[src/rtl/sha1s_pkg.sv]
// Shared types and constants for the SHA-1 stream hasher.
// Used by the front end, the word queue, the core and the top level.
package sha1s_pkg;

   localparam int unsigned QUEUE_DEPTH = 4;
   localparam int unsigned QPTR_W      = 2;
   localparam int unsigned ROUNDS      = 80;
   localparam int unsigned COUNT_W     = 61;

   localparam logic [31:0] H_INIT [5] = '{
      32'h67452301, 32'hEFCDAB89, 32'h98BADCFE, 32'h10325476, 32'hC3D2E1F0
   };
   localparam logic [31:0] K_00_19 = 32'h5A827999;
   localparam logic [31:0] K_20_39 = 32'h6ED9EBA1;
   localparam logic [31:0] K_40_59 = 32'h8F1BBCDC;
   localparam logic [31:0] K_60_79 = 32'hCA62C1D6;
   localparam logic [7:0]  PAD_BYTE = 8'h80;

   // word kinds after classification
   localparam logic [1:0] OP_BYTE     = 2'd0;
   localparam logic [1:0] OP_END      = 2'd1;
   localparam logic [1:0] OP_BYTE_END = 2'd2;

   typedef struct packed {
      logic [1:0] op;
      logic [7:0] data;
   } entry_type;

   typedef struct packed {
      logic      valid;
      entry_type entry;
   } qhead_type;

endpackage

[src/rtl/sha1s_if.sv]
// Valid/ready channel interfaces for request bytes and digest words.
// Depends on nothing.
interface sha1s_req_if;
   logic       valid;
   logic       ready;
   logic [7:0] data_byte;
   logic       byte_present;
   logic       end_of_message;

   modport source (output valid, output data_byte, output byte_present,
                   output end_of_message, input ready);
   modport sink   (input valid, input data_byte, input byte_present,
                   input end_of_message, output ready);
endinterface

interface sha1s_rsp_if;
   logic        valid;
   logic        ready;
   logic [31:0] digest_word;
   logic        last_word;

   modport source (output valid, output digest_word, output last_word, input ready);
   modport sink   (input valid, input digest_word, input last_word, output ready);
endinterface

[src/rtl/sha1s_front.sv]
// Front end: takes request words, drops empty ones and classifies the rest.
// Depends on sha1s_pkg and sha1s_req_if.
module sha1s_front (
   sha1s_req_if.sink         req_ch,
   input  logic              q_full,
   output logic              push,
   output sha1s_pkg::entry_type push_entry
);

   logic useful;

   assign useful       = req_ch.byte_present | req_ch.end_of_message;
   // empty words are taken at once and vanish
   assign req_ch.ready = !q_full || !useful;
   assign push         = req_ch.valid && useful && !q_full;

   always_comb begin
      push_entry.data = req_ch.data_byte;
      if (req_ch.byte_present && req_ch.end_of_message) begin
         push_entry.op = sha1s_pkg::OP_BYTE_END;
      end else if (req_ch.byte_present) begin
         push_entry.op = sha1s_pkg::OP_BYTE;
      end else begin
         push_entry.op = sha1s_pkg::OP_END;
      end
   end

endmodule

[src/rtl/sha1s_queue.sv]
// Short register queue between the front end and the compression core.
// Depends on sha1s_pkg.
module sha1s_queue (
   input  logic                 clock,
   input  logic                 reset,
   input  logic                 push,
   input  sha1s_pkg::entry_type push_entry,
   output logic                 full,
   input  logic                 pop,
   output sha1s_pkg::qhead_type head
);

   sha1s_pkg::entry_type              mem_ff [sha1s_pkg::QUEUE_DEPTH];
   logic [sha1s_pkg::QPTR_W-1:0]      wr_ptr_ff, wr_ptr_in;
   logic [sha1s_pkg::QPTR_W-1:0]      rd_ptr_ff, rd_ptr_in;
   logic [sha1s_pkg::QPTR_W:0]        fill_ff, fill_in;
   logic                              do_push, do_pop;

   assign full       = (fill_ff == (sha1s_pkg::QPTR_W+1)'(sha1s_pkg::QUEUE_DEPTH));
   assign head.valid = (fill_ff != '0);
   assign head.entry = mem_ff[rd_ptr_ff];
   assign do_push    = push && !full;
   assign do_pop     = pop && head.valid;

   always_comb begin
      wr_ptr_in = do_push ? wr_ptr_ff + 1'b1 : wr_ptr_ff;
      rd_ptr_in = do_pop  ? rd_ptr_ff + 1'b1 : rd_ptr_ff;
      fill_in   = fill_ff;
      if (do_push && !do_pop) begin
         fill_in = fill_ff + 1'b1;
      end else if (do_pop && !do_push) begin
         fill_in = fill_ff - 1'b1;
      end
   end

   always_ff @(posedge clock) begin
      if (reset) begin
         wr_ptr_ff <= '0;
         rd_ptr_ff <= '0;
         fill_ff   <= '0;
      end else begin
         wr_ptr_ff <= wr_ptr_in;
         rd_ptr_ff <= rd_ptr_in;
         fill_ff   <= fill_in;
      end
      if (do_push) begin
         mem_ff[wr_ptr_ff] <= push_entry;
      end
   end

endmodule

[src/rtl/sha1s_core.sv]
// Back end: block gathering, padding, one SHA-1 round per cycle and digest output.
// Depends on sha1s_pkg and sha1s_rsp_if.
module sha1s_core (
   input  logic                 clock,
   input  logic                 reset,
   input  sha1s_pkg::qhead_type head,
   output logic                 pop,
   sha1s_rsp_if.source          rsp_ch
);

   localparam logic [1:0] ST_IDLE  = 2'd0;
   localparam logic [1:0] ST_ROUND = 2'd1;
   localparam logic [1:0] ST_ADD   = 2'd2;
   localparam logic [1:0] ST_EMIT  = 2'd3;

   logic [1:0]  state_ff, state_in;
   logic [31:0] h_ff [5];
   logic [31:0] h_in [5];
   logic [31:0] v_ff [5];
   logic [31:0] v_in [5];
   logic [31:0] w_ff [16];
   logic [31:0] w_in [16];
   logic [6:0]  round_ff, round_in;
   logic [2:0]  widx_ff, widx_in;
   logic [sha1s_pkg::COUNT_W-1:0] count_ff, count_in;
   logic        pend_end_ff, pend_end_in;
   logic        fin_ff, fin_in;
   logic        second_ff, second_in;

   logic [5:0]  idx;
   logic [63:0] bit_len;
   logic [31:0] f_val, k_val, t_val, w_new;
   logic [31:0] sum [5];
   logic [5:0]  pos;
   logic        has_byte, has_end;

   assign idx      = count_ff[5:0];
   assign bit_len  = {count_ff, 3'b000};
   assign has_byte = (head.entry.op == sha1s_pkg::OP_BYTE) ||
                     (head.entry.op == sha1s_pkg::OP_BYTE_END);
   assign has_end  = (head.entry.op == sha1s_pkg::OP_END) ||
                     (head.entry.op == sha1s_pkg::OP_BYTE_END);
   assign pop      = (state_ff == ST_IDLE) && !pend_end_ff && head.valid;

   assign rsp_ch.valid       = (state_ff == ST_EMIT);
   assign rsp_ch.digest_word = h_ff[widx_ff];
   assign rsp_ch.last_word   = (widx_ff == 3'd4);

   // round function and schedule
   always_comb begin
      if (round_ff inside {[7'd0:7'd19]}) begin
         f_val = (v_ff[1] & v_ff[2]) | (~v_ff[1] & v_ff[3]);
         k_val = sha1s_pkg::K_00_19;
      end else if (round_ff inside {[7'd20:7'd39]}) begin
         f_val = v_ff[1] ^ v_ff[2] ^ v_ff[3];
         k_val = sha1s_pkg::K_20_39;
      end else if (round_ff inside {[7'd40:7'd59]}) begin
         f_val = (v_ff[1] & v_ff[2]) | (v_ff[1] & v_ff[3]) | (v_ff[2] & v_ff[3]);
         k_val = sha1s_pkg::K_40_59;
      end else begin
         f_val = v_ff[1] ^ v_ff[2] ^ v_ff[3];
         k_val = sha1s_pkg::K_60_79;
      end
      t_val = {v_ff[0][26:0], v_ff[0][31:27]} + f_val + v_ff[4] + k_val + w_ff[0];
      w_new = w_ff[13] ^ w_ff[8] ^ w_ff[2] ^ w_ff[0];
      w_new = {w_new[30:0], w_new[31]};
      for (int i = 0; i < 5; i++) begin
         sum[i] = h_ff[i] + v_ff[i];
      end
   end

   always_comb begin
      state_in    = state_ff;
      h_in        = h_ff;
      v_in        = v_ff;
      w_in        = w_ff;
      round_in    = round_ff;
      widx_in     = widx_ff;
      count_in    = count_ff;
      pend_end_in = pend_end_ff;
      fin_in      = fin_ff;
      second_in   = second_ff;
      pos         = '0;

      case (state_ff)
         ST_IDLE: begin
            if (pend_end_ff) begin
               // pad in place: 0x80 at the next byte, zeros after it
               for (int j = 0; j < 16; j++) begin
                  for (int b = 0; b < 4; b++) begin
                     pos = 6'(4 * j + b);
                     if (pos == idx) begin
                        w_in[j][31-8*b -: 8] = sha1s_pkg::PAD_BYTE;
                     end else if (pos > idx) begin
                        w_in[j][31-8*b -: 8] = 8'h00;
                     end
                  end
               end
               if (idx >= 6'd56) begin
                  second_in = 1'b1;
               end else begin
                  w_in[14] = bit_len[63:32];
                  w_in[15] = bit_len[31:0];
               end
               pend_end_in = 1'b0;
               fin_in      = 1'b1;
               v_in        = h_ff;
               round_in    = '0;
               state_in    = ST_ROUND;
            end else if (head.valid) begin
               if (has_byte) begin
                  for (int j = 0; j < 16; j++) begin
                     if (idx[5:2] == 4'(j)) begin
                        for (int b = 0; b < 4; b++) begin
                           if (idx[1:0] == 2'(b)) begin
                              w_in[j][31-8*b -: 8] = head.entry.data;
                           end
                        end
                     end
                  end
                  count_in = count_ff + 1'b1;
                  if (idx == 6'd63) begin
                     v_in     = h_ff;
                     round_in = '0;
                     state_in = ST_ROUND;
                  end
               end
               pend_end_in = has_end;
            end
         end
         ST_ROUND: begin
            v_in[0] = t_val;
            v_in[1] = v_ff[0];
            v_in[2] = {v_ff[1][1:0], v_ff[1][31:2]};
            v_in[3] = v_ff[2];
            v_in[4] = v_ff[3];
            for (int i = 0; i < 15; i++) begin
               w_in[i] = w_ff[i+1];
            end
            w_in[15] = w_new;
            round_in = round_ff + 1'b1;
            if (round_ff == 7'(sha1s_pkg::ROUNDS - 1)) begin
               state_in = ST_ADD;
            end
         end
         ST_ADD: begin
            h_in = sum;
            if (second_ff) begin
               // length-only block
               for (int i = 0; i < 14; i++) begin
                  w_in[i] = '0;
               end
               w_in[14]  = bit_len[63:32];
               w_in[15]  = bit_len[31:0];
               second_in = 1'b0;
               v_in      = sum;
               round_in  = '0;
               state_in  = ST_ROUND;
            end else if (fin_ff) begin
               widx_in  = '0;
               state_in = ST_EMIT;
            end else begin
               state_in = ST_IDLE;
            end
         end
         ST_EMIT: begin
            if (rsp_ch.ready) begin
               widx_in = widx_ff + 1'b1;
               if (widx_ff == 3'd4) begin
                  h_in     = sha1s_pkg::H_INIT;
                  count_in = '0;
                  fin_in   = 1'b0;
                  state_in = ST_IDLE;
               end
            end
         end
         default: begin
            state_in = ST_IDLE;
         end
      endcase
   end

   always_ff @(posedge clock) begin
      if (reset) begin
         state_ff    <= ST_IDLE;
         h_ff        <= sha1s_pkg::H_INIT;
         count_ff    <= '0;
         pend_end_ff <= 1'b0;
         fin_ff      <= 1'b0;
         second_ff   <= 1'b0;
         round_ff    <= '0;
         widx_ff     <= '0;
      end else begin
         state_ff    <= state_in;
         h_ff        <= h_in;
         count_ff    <= count_in;
         pend_end_ff <= pend_end_in;
         fin_ff      <= fin_in;
         second_ff   <= second_in;
         round_ff    <= round_in;
         widx_ff     <= widx_in;
      end
      v_ff <= v_in;
      w_ff <= w_in;
   end

endmodule

[src/rtl/sha1_stream_hasher.sv]
// SHA-1 stream hasher: a byte word enters the register queue; the core takes one byte a
// cycle while idle, and each full 64-byte block holds it through 80 rounds and the add.
// An end word is padded in place, then runs one or two blocks of 80 rounds and the add,
// and then five digest words follow, one a cycle while the sink is ready.
// Synchronous reset restores the initial hash words, a zero count and an empty queue.
module sha1_stream_hasher (
   input  logic        clock,
   input  logic        reset,
   sha1s_req_if.sink   req_ch,
   sha1s_rsp_if.source rsp_ch
);

   logic                 push, q_full, pop;
   sha1s_pkg::entry_type push_entry;
   sha1s_pkg::qhead_type head;

   sha1s_front u_front (
      .req_ch     (req_ch),
      .q_full     (q_full),
      .push       (push),
      .push_entry (push_entry)
   );

   sha1s_queue u_queue (
      .clock      (clock),
      .reset      (reset),
      .push       (push),
      .push_entry (push_entry),
      .full       (q_full),
      .pop        (pop),
      .head       (head)
   );

   sha1s_core u_core (
      .clock  (clock),
      .reset  (reset),
      .head   (head),
      .pop    (pop),
      .rsp_ch (rsp_ch)
   );

endmodule

[src/flat_wrapper.sv]
// flat-port wrapper written by rule: the top's interface ports become plain ports
module sha1_stream_hasher_flat 
  (clock, reset, req_ch_valid, req_ch_data_byte, req_ch_byte_present, req_ch_end_of_message, req_ch_ready, rsp_ch_valid, rsp_ch_digest_word, rsp_ch_last_word, rsp_ch_ready);
  sha1s_req_if req_ch_i ();
  sha1s_rsp_if rsp_ch_i ();
  input  logic clock;
  input  logic reset;
  input wire logic [$bits(req_ch_i.valid)-1:0] req_ch_valid;
  input wire logic [$bits(req_ch_i.data_byte)-1:0] req_ch_data_byte;
  input wire logic [$bits(req_ch_i.byte_present)-1:0] req_ch_byte_present;
  input wire logic [$bits(req_ch_i.end_of_message)-1:0] req_ch_end_of_message;
  output wire logic [$bits(req_ch_i.ready)-1:0] req_ch_ready;
  output wire logic [$bits(rsp_ch_i.valid)-1:0] rsp_ch_valid;
  output wire logic [$bits(rsp_ch_i.digest_word)-1:0] rsp_ch_digest_word;
  output wire logic [$bits(rsp_ch_i.last_word)-1:0] rsp_ch_last_word;
  input wire logic [$bits(rsp_ch_i.ready)-1:0] rsp_ch_ready;
  assign req_ch_i.valid = req_ch_valid;
  assign req_ch_i.data_byte = req_ch_data_byte;
  assign req_ch_i.byte_present = req_ch_byte_present;
  assign req_ch_i.end_of_message = req_ch_end_of_message;
  assign req_ch_ready = req_ch_i.ready;
  assign rsp_ch_valid = rsp_ch_i.valid;
  assign rsp_ch_digest_word = rsp_ch_i.digest_word;
  assign rsp_ch_last_word = rsp_ch_i.last_word;
  assign rsp_ch_i.ready = rsp_ch_ready;
  sha1_stream_hasher u_core (.clock(clock), .reset(reset), .req_ch(req_ch_i), .rsp_ch(rsp_ch_i));
endmodule
[config.mk]
export PLATFORM = sky130hd
export DESIGN_NAME = sha1_stream_hasher_flat
export DESIGN_NICKNAME = d
export VERILOG_FILES = /design/src/rtl/sha1s_pkg.sv /design/src/rtl/sha1s_if.sv /design/src/rtl/sha1s_front.sv /design/src/rtl/sha1s_queue.sv /design/src/rtl/sha1s_core.sv /design/src/rtl/sha1_stream_hasher.sv /design/src/flat_wrapper.sv
export SDC_FILE = /design/constraint.sdc
export NUM_CORES = 2
export LEC_CHECK = 0
export BUFFER_PORTS_ARGS = -buffer_cell sky130_fd_sc_hd__buf_2
export CORE_ASPECT_RATIO = 0.7
export CORE_MARGIN = 2
export CORE_UTILIZATION = 50
export CTS_BUF_LIST = sky130_fd_sc_hd__clkbuf_8
export CTS_CLUSTER_SIZE = 10
export DETAILED_ROUTE_END_ITERATION = 8
export MAX_ROUTING_LAYER = met4
export PLACE_DENSITY = 0.71
export SYNTH_ARGS = -nofsm -noshare
export SYNTH_HDL_FRONTEND = slang
export SYNTH_SLANG_ARGS = --single-unit
[constraint.sdc]
create_clock -name clock -period 9.5 [get_ports clock]
set_input_delay 0.95 -clock clock [delete_from_list [all_inputs] [get_ports clock]]
set_output_delay 0.95 -clock clock [all_outputs]
set_load 0.02 [all_outputs]
[After elaboration in Yosys (flattened, before gate mapping)]
Memories as Yosys holds them, arrays and structs flattened. A register that Yosys moved wholly into a read port is not among the register bits.
Cells that the tools add are included.
Cells by class
  equality and inequality tests: 188
  bitwise logic cells: 15
  magnitude comparators: 72
  multiplexer cells: 215
  reductions and logical operators: 102
  $add $sub $neg: 16
Operators with widths (number)
  $mux W512: 4
  $pmux W512 S3: 1
  $mux W160: 7
  $mux W8: 132
  $mux W32: 23
  $pmux W160 S3: 1
  $reduce_and A7 Y1: 64
  $pmux W160 S2: 1
  $mux W61: 5
  $add A32 B32 Y32: 9
  $ne A4 B2 Y1 const B: 56
  $eq A6 B6 Y1 const A: 32
  $gt A6 B6 Y1 const A: 32
  $xor A32 B32 Y32: 5
  $and A32 B32 Y32: 4
  $pmux W61 S2: 1
  $bmux W32 S3: 1
  $eq A5 B6 Y1 const A: 16
  $gt A5 B6 Y1 const A: 16
  $or A32 B32 Y32: 3
  $mux W64: 1
  $ne A3 B2 Y1 const B: 21
  $add A61 B1 Y61 const B: 1
  $eq A4 B6 Y1 const A: 8
  other kinds (55): 164
Storage, ports and cells
  memories: 1
  bits in writable memories: 40
  bits of input ports: 14
  output and inout bits: 35
  word-level logic and storage cells: 693
  flip-flop bits (word level): 915
Memories
  u_core.u_queue.mem_ff: words 4, bits a word 10, read ports 1, clocked after Yosys merged registers in 1, write ports 1, RTL line sha1s_queue.sv:13  | sha1s_pkg::entry_type mem_ff [sha1s_pkg::QUEUE_DEPTH];

[Longest topological paths before layout]
  depth in word-level cells: 11
  depth in mapped cells: 25
  mapped depth without buffers: 23

[Hierarchy]
Synthesis repeated with hierarchy kept, for this count alone.
Second synthesis, totals
  cell total of the unflattened synthesis: 5594
  area, all modules: 54609.9 µm²
By module, submodules not included
  sha1s_core: instances 1, cells each 5481, area each 52606.7 µm², sequential area each 24903.9 µm²
  sha1s_queue: instances 1, cells each 100, area each 1910.6 µm², sequential area each 1381.3 µm²
  sha1s_front: instances 1, cells each 13, area each 92.6 µm², sequential area each 0.0 µm²

[Worst setup path before layout]
Ideal clock, no wire load.
  path type: flip-flop to flip-flop
  from: register u_core.u_core.state_ff[1]
  to: register u_core.u_core.round_ff[3]
  slack: -1.052 ns
  setup time: 0.123 ns
  cell stages (with the launch flop): 13
  clock period less this slack: 10.552 ns
  data required time: 9.377 ns
  path buffers: 2
  arrival: 10.430 ns
  cell sequence: dfxtp_1 inv_1 ha_1 clkbuf_1 nor2b_1 clkbuf_1 nand2_1 nand2_1 a21oi_1 and3_1 nand2_1 xor2_1 nor2_1
Between the ends
  longest elaborated chain between the ends: 3
  elaborated cells on any way between the ends: 10
  classes of those cells: 6 x eq/ne; 1 x mux; 3 x reduce/logical
RTL lines
  start, declared: RTL line sha1s_core.sv:16  | logic [1:0] state_ff, state_in;
  start signal, assigned: RTL line sha1s_core.sv:194  | state_ff <= state_in;
  $eq A2 B2 Y1 (tied with other cells): RTL line sha1s_core.sv:85  | case (state_ff)
  $ne A2 B2 Y1 (no line) (tied with other cells)
  $reduce_and A5 Y1 (no line)
  end signal, assigned: RTL line sha1s_core.sv:200  | round_ff <= round_in;
  end, declared: RTL line sha1s_core.sv:23  | logic [6:0] round_ff, round_in;
Several ways; a longest one is shown, not always the timed one.
A chain may end at the register's enable or synchronous reset.

==> summary.md <==
| Metric | Value |
|---|---|
| I/O Buffers | `48` |
| Total global routing overflow | `0` |
| Maximum fanout along the worst path | `19` |
| Max-Cap Viols | `0` |
| Mapped cell area | `55000 um2` |
| Post-synthesis instance total | `5180` |
| FMAX | `between 100 and 150 MHz` |
| Via density | `6.45` |
| Clock Skew | `between 0.04 and 0.05 ns` |
| Mapped Nets | `approximately 5500` |
| Min Clock Period, post-route | `between 7 and 8 ns` |
| Share of cells above drive strength 1 | `between 7 and 8%` |
| Row count | `between 100 and 150` |
| Area leader, netlist | `edfxtp_1` |
| Vias in the first global route | `40500` |
| Commonest register cell after synthesis | `edfxtp_1` |
| CTS H-tree depth | `4` |
| DRT Pass-1 Iters | `8` |
| Synthesis-stage register bit count | `957` |
| Fill cell count | `approximately 9500` |
| Synth cell count leaders | `edfxtp_1 (712), nor2_1 (491), a21o_1 (490)` |
| Synth cell types | `97` |
| Die area | `roughly 110000 um2` |
| Post-synth EDFFs | `a little over 700` |
| First-pass GRT wire length | `between 200000 and 300000 um` |
| Number of gates resized after cts | `0` |
| Final hold violation count | `0` |
| Period Utilization, post-route | `around three quarters` |
| Clock transition at the registers of the reported paths | `0.06 ns` |
| Top post-synthesis cells by area | `edfxtp_1 (39%), dfxtp_1 (8.9%), a21o_1 (6.7%)` |
| Total setup buffers inserted after CTS | `0` |
| Cell with the most instances after synthesis | `edfxtp_1` |
| DRC | `0` |
| Setup-failing EPs final | `0` |
| Total wire length | `approximately 180000 um` |
| GPL Wtd Cong | `0.993` |
| Crit. End Element | `flip-flop` |
| Worst Hold Launch | `req_ch_data_byte[2]` |
| Die width | `approximately 400 um` |
| Core Area | `109000 um2` |
| Initial core utilization | `50.6%` |
| Worst Hold Class | `in2reg` |
| Hold_buf cts | `0` |
| Initial antenna violation count | `2` |
| Synth async-reset ratio | `0%` |
| Post-layout net count | `roughly 5500` |
| 1st-iter DRT viols | `between 5000 and 6000` |
| Routed via count | `between 40000 and 50000` |
| Yosys top cell area share | `~39%` |
| R2r startpoint | `u_core.u_core.round_ff[0]` |
| CP startpoint | `u_core.u_core.round_ff[0]` |
| Largest net degree at the start of global routing | `between 200 and 250` |
| Setup TNS | `0 ns` |
| Seq/Total Area, Yosys | `a little under half` |
| CTS buffer count | `roughly 150` |
| Worst Path Required | `roughly 10 ns` |
| Clock Sinks | `approximately 960` |
| HPWL after DPL | `approximately 120000 um` |
| All-layer global routing usage | `about 32%` |
| Die height | `around 280 um` |
| Startpoint Class | `flip-flop` |
| Synth Area per Inst | `around 11 um2` |
| Setup CP Type | `reg2reg` |
| Slew @ Worst Pin | `around 1.4 ns` |
| Clock Latency Late Sink | `0.86 ns` |
| Data arrival, critical path | `approximately 7.7 ns` |
| Largest buffer count on any clock path | `3` |
| Antenna Nets Post-Route | `0` |
| I/O pin total | `49` |
| CTS tree | `done` |
| Rel. slew slack | `4.66%` |
| Root Driver | `clkbuf_8` |
| Routed wire per std cell | `~27 um` |
| Area Overhead vs Synth | `8.00%` |
| Util after Layout | `54.6%` |
| Status | `complete, no violations` |
| Number of warnings issued by yosys | `0` |
| Final Slew Violations | `0` |
| RSZ-0062 raised after global routing | `no` |
==> stage by stage <==
stage          cells  cell area, um2  hold WS [ns]  setup slack (ns)
2_1_floorplan   5180           55000         0.449              2.67
3_3_place_gp    6419           56500         0.477              2.59
3_5_place_dp    6419           56500         0.482              2.52
4_1_cts         6699           59400         0.248              2.48
5_1_grt         6703           59400         0.293              1.98
6_report        6704           59400         0.328              2.33
==> critical path, cell delays in order (launching register included) <==
cell and delay (ns):
dfxtp_1 0.41, ha_1 0.27, and3b_1 0.21, o211a_1 0.21, or4b_1 0.54, inv_2 0.44, nor2_2 0.20, clkinv_2 0.38
nor2_1 0.08, nor2_1 0.15, fa_1 0.47, fa_1 0.52, inv_1 0.07, fa_1 0.46, a21oi_1 0.20, nor3_1 0.08
a211o_1 0.31, o211ai_1 0.40, o21ai_0 0.22, buf_4 0.21, a221oi_1 0.35, o21ai_0 0.20, mux2_2 0.30, o211ai_1 0.10
o211ai_1 0.11
==> layer usage <==
metal | track usage (%) | share of wire, % | vias to the layer above
li1 | - | - | 19000
met1 | 47.3 | 44 | 21200
met2 | 42.2 | 40 | 2778
met3 | 9.12 | 14 | 331
met4 | 10.2 | 2.8 | 0
met5 | - | 0 | -
==> placed cells by master, fill, tap and decap left out, drive strengths merged, types with 9 or more instances in the layout <==
cell / netlist / final
o21bai: 31 / 31
a22oi: 66 / 66
mux2i: 38 / 38
o21a: 26 / 26
o22a: 11 / 11
nand3: 63 / 63
nand2: 297 / 297
dfxtp: 245 / 245
a221o: 102 / 102
o31ai: 10 / 10
edfxtp: 712 / 712
nand2b: 82 / 82
a22o: 19 / 19
or3: 25 / 25
o211ai: 17 / 17
clkbuf: 257 / 160
o22ai: 74 / 74
nor2: 492 / 492
a21o: 491 / 491
nand4: 28 / 28
clkinv: 5 / 44
ha: 210 / 210
mux4: 42 / 42
buf: 65 / 119
a31oi: 45 / 45
nor2b: 45 / 45
a21boi: 9 / 9
and2: 30 / 30
inv: 279 / 351
a32oi: 19 / 19
fa: 126 / 126
a221oi: 73 / 73
xnor2: 193 / 193
and3: 49 / 49
nor3: 65 / 65
o21ai: 255 / 255
a211oi: 31 / 31
a21oi: 326 / 326
xor2: 123 / 123
==> layout make-up <==
cell class | count | area, um2 | area share (%)
flip-flops and latches | 957 | 26300 | 44.3
clock buffers | 160 | 2200 | 3.71
diodes | 5 | 12.5 | 0.0211
inverters | 284 | 1070 | 1.80
clock inverters | 120 | 678 | 1.14
well taps | 1442 | 1800 | 3.04
multi-input cells | 3617 | 26500 | 44.6
repair buffers | 119 | 813 | 1.37
==> logic make-up after synthesis <==
logic type / share of synthesized area, %
flip-flops: 47.8
XOR/XNOR: 5.03
adder cells (fa/ha/maj): 9.37
AO/OA/AOI/OAI: 20.9
buffers and inverters: 4.20
multiplexers: 2.54
AND/OR/NAND/NOR: 10.2
==> path summary, 6_finish.rpt <==
| kind | endpoint | depth (start not counted) | slack (ns) |
|---|---|---|---|
| hold reg to reg | u_core.u_core.w_ff[497] | 1 | 0.49 |
| hold / removal | u_core.u_queue.mem_ff[3][2] | 1 | 0.33 |
| setup / recovery | u_core.u_core.v_ff[159] | 24 | 2.33 |
| setup reg to reg | u_core.u_core.v_ff[159] | 24 | 2.33 |
==> state kept, by name (all words and copies together) (netlist names), named ones only <==
| signal | flops |
|---|---|
| u_core.u_core.fin_ff | 1 |
| u_core.u_core.second_ff | 1 |
| u_core.u_queue.mem_ff | 40 |
| u_core.u_core.count_ff | 61 |
| u_core.u_core.v_ff | 160 |
| u_core.u_core.state_ff | 2 |
| u_core.u_core.h_ff | 160 |
| u_core.u_core.round_ff | 7 |
| u_core.u_queue.rd_ptr_ff | 2 |
| u_core.u_queue.wr_ptr_ff | 2 |
| u_core.u_queue.fill_ff | 3 |
| u_core.u_core.w_ff | 512 |
| u_core.u_core.widx_ff | 3 |
| u_core.u_core.pend_end_ff | 1 |
Power is not shown: default switching activity piles up to over one toggle a cycle in this logic, so the estimate is an artifact.
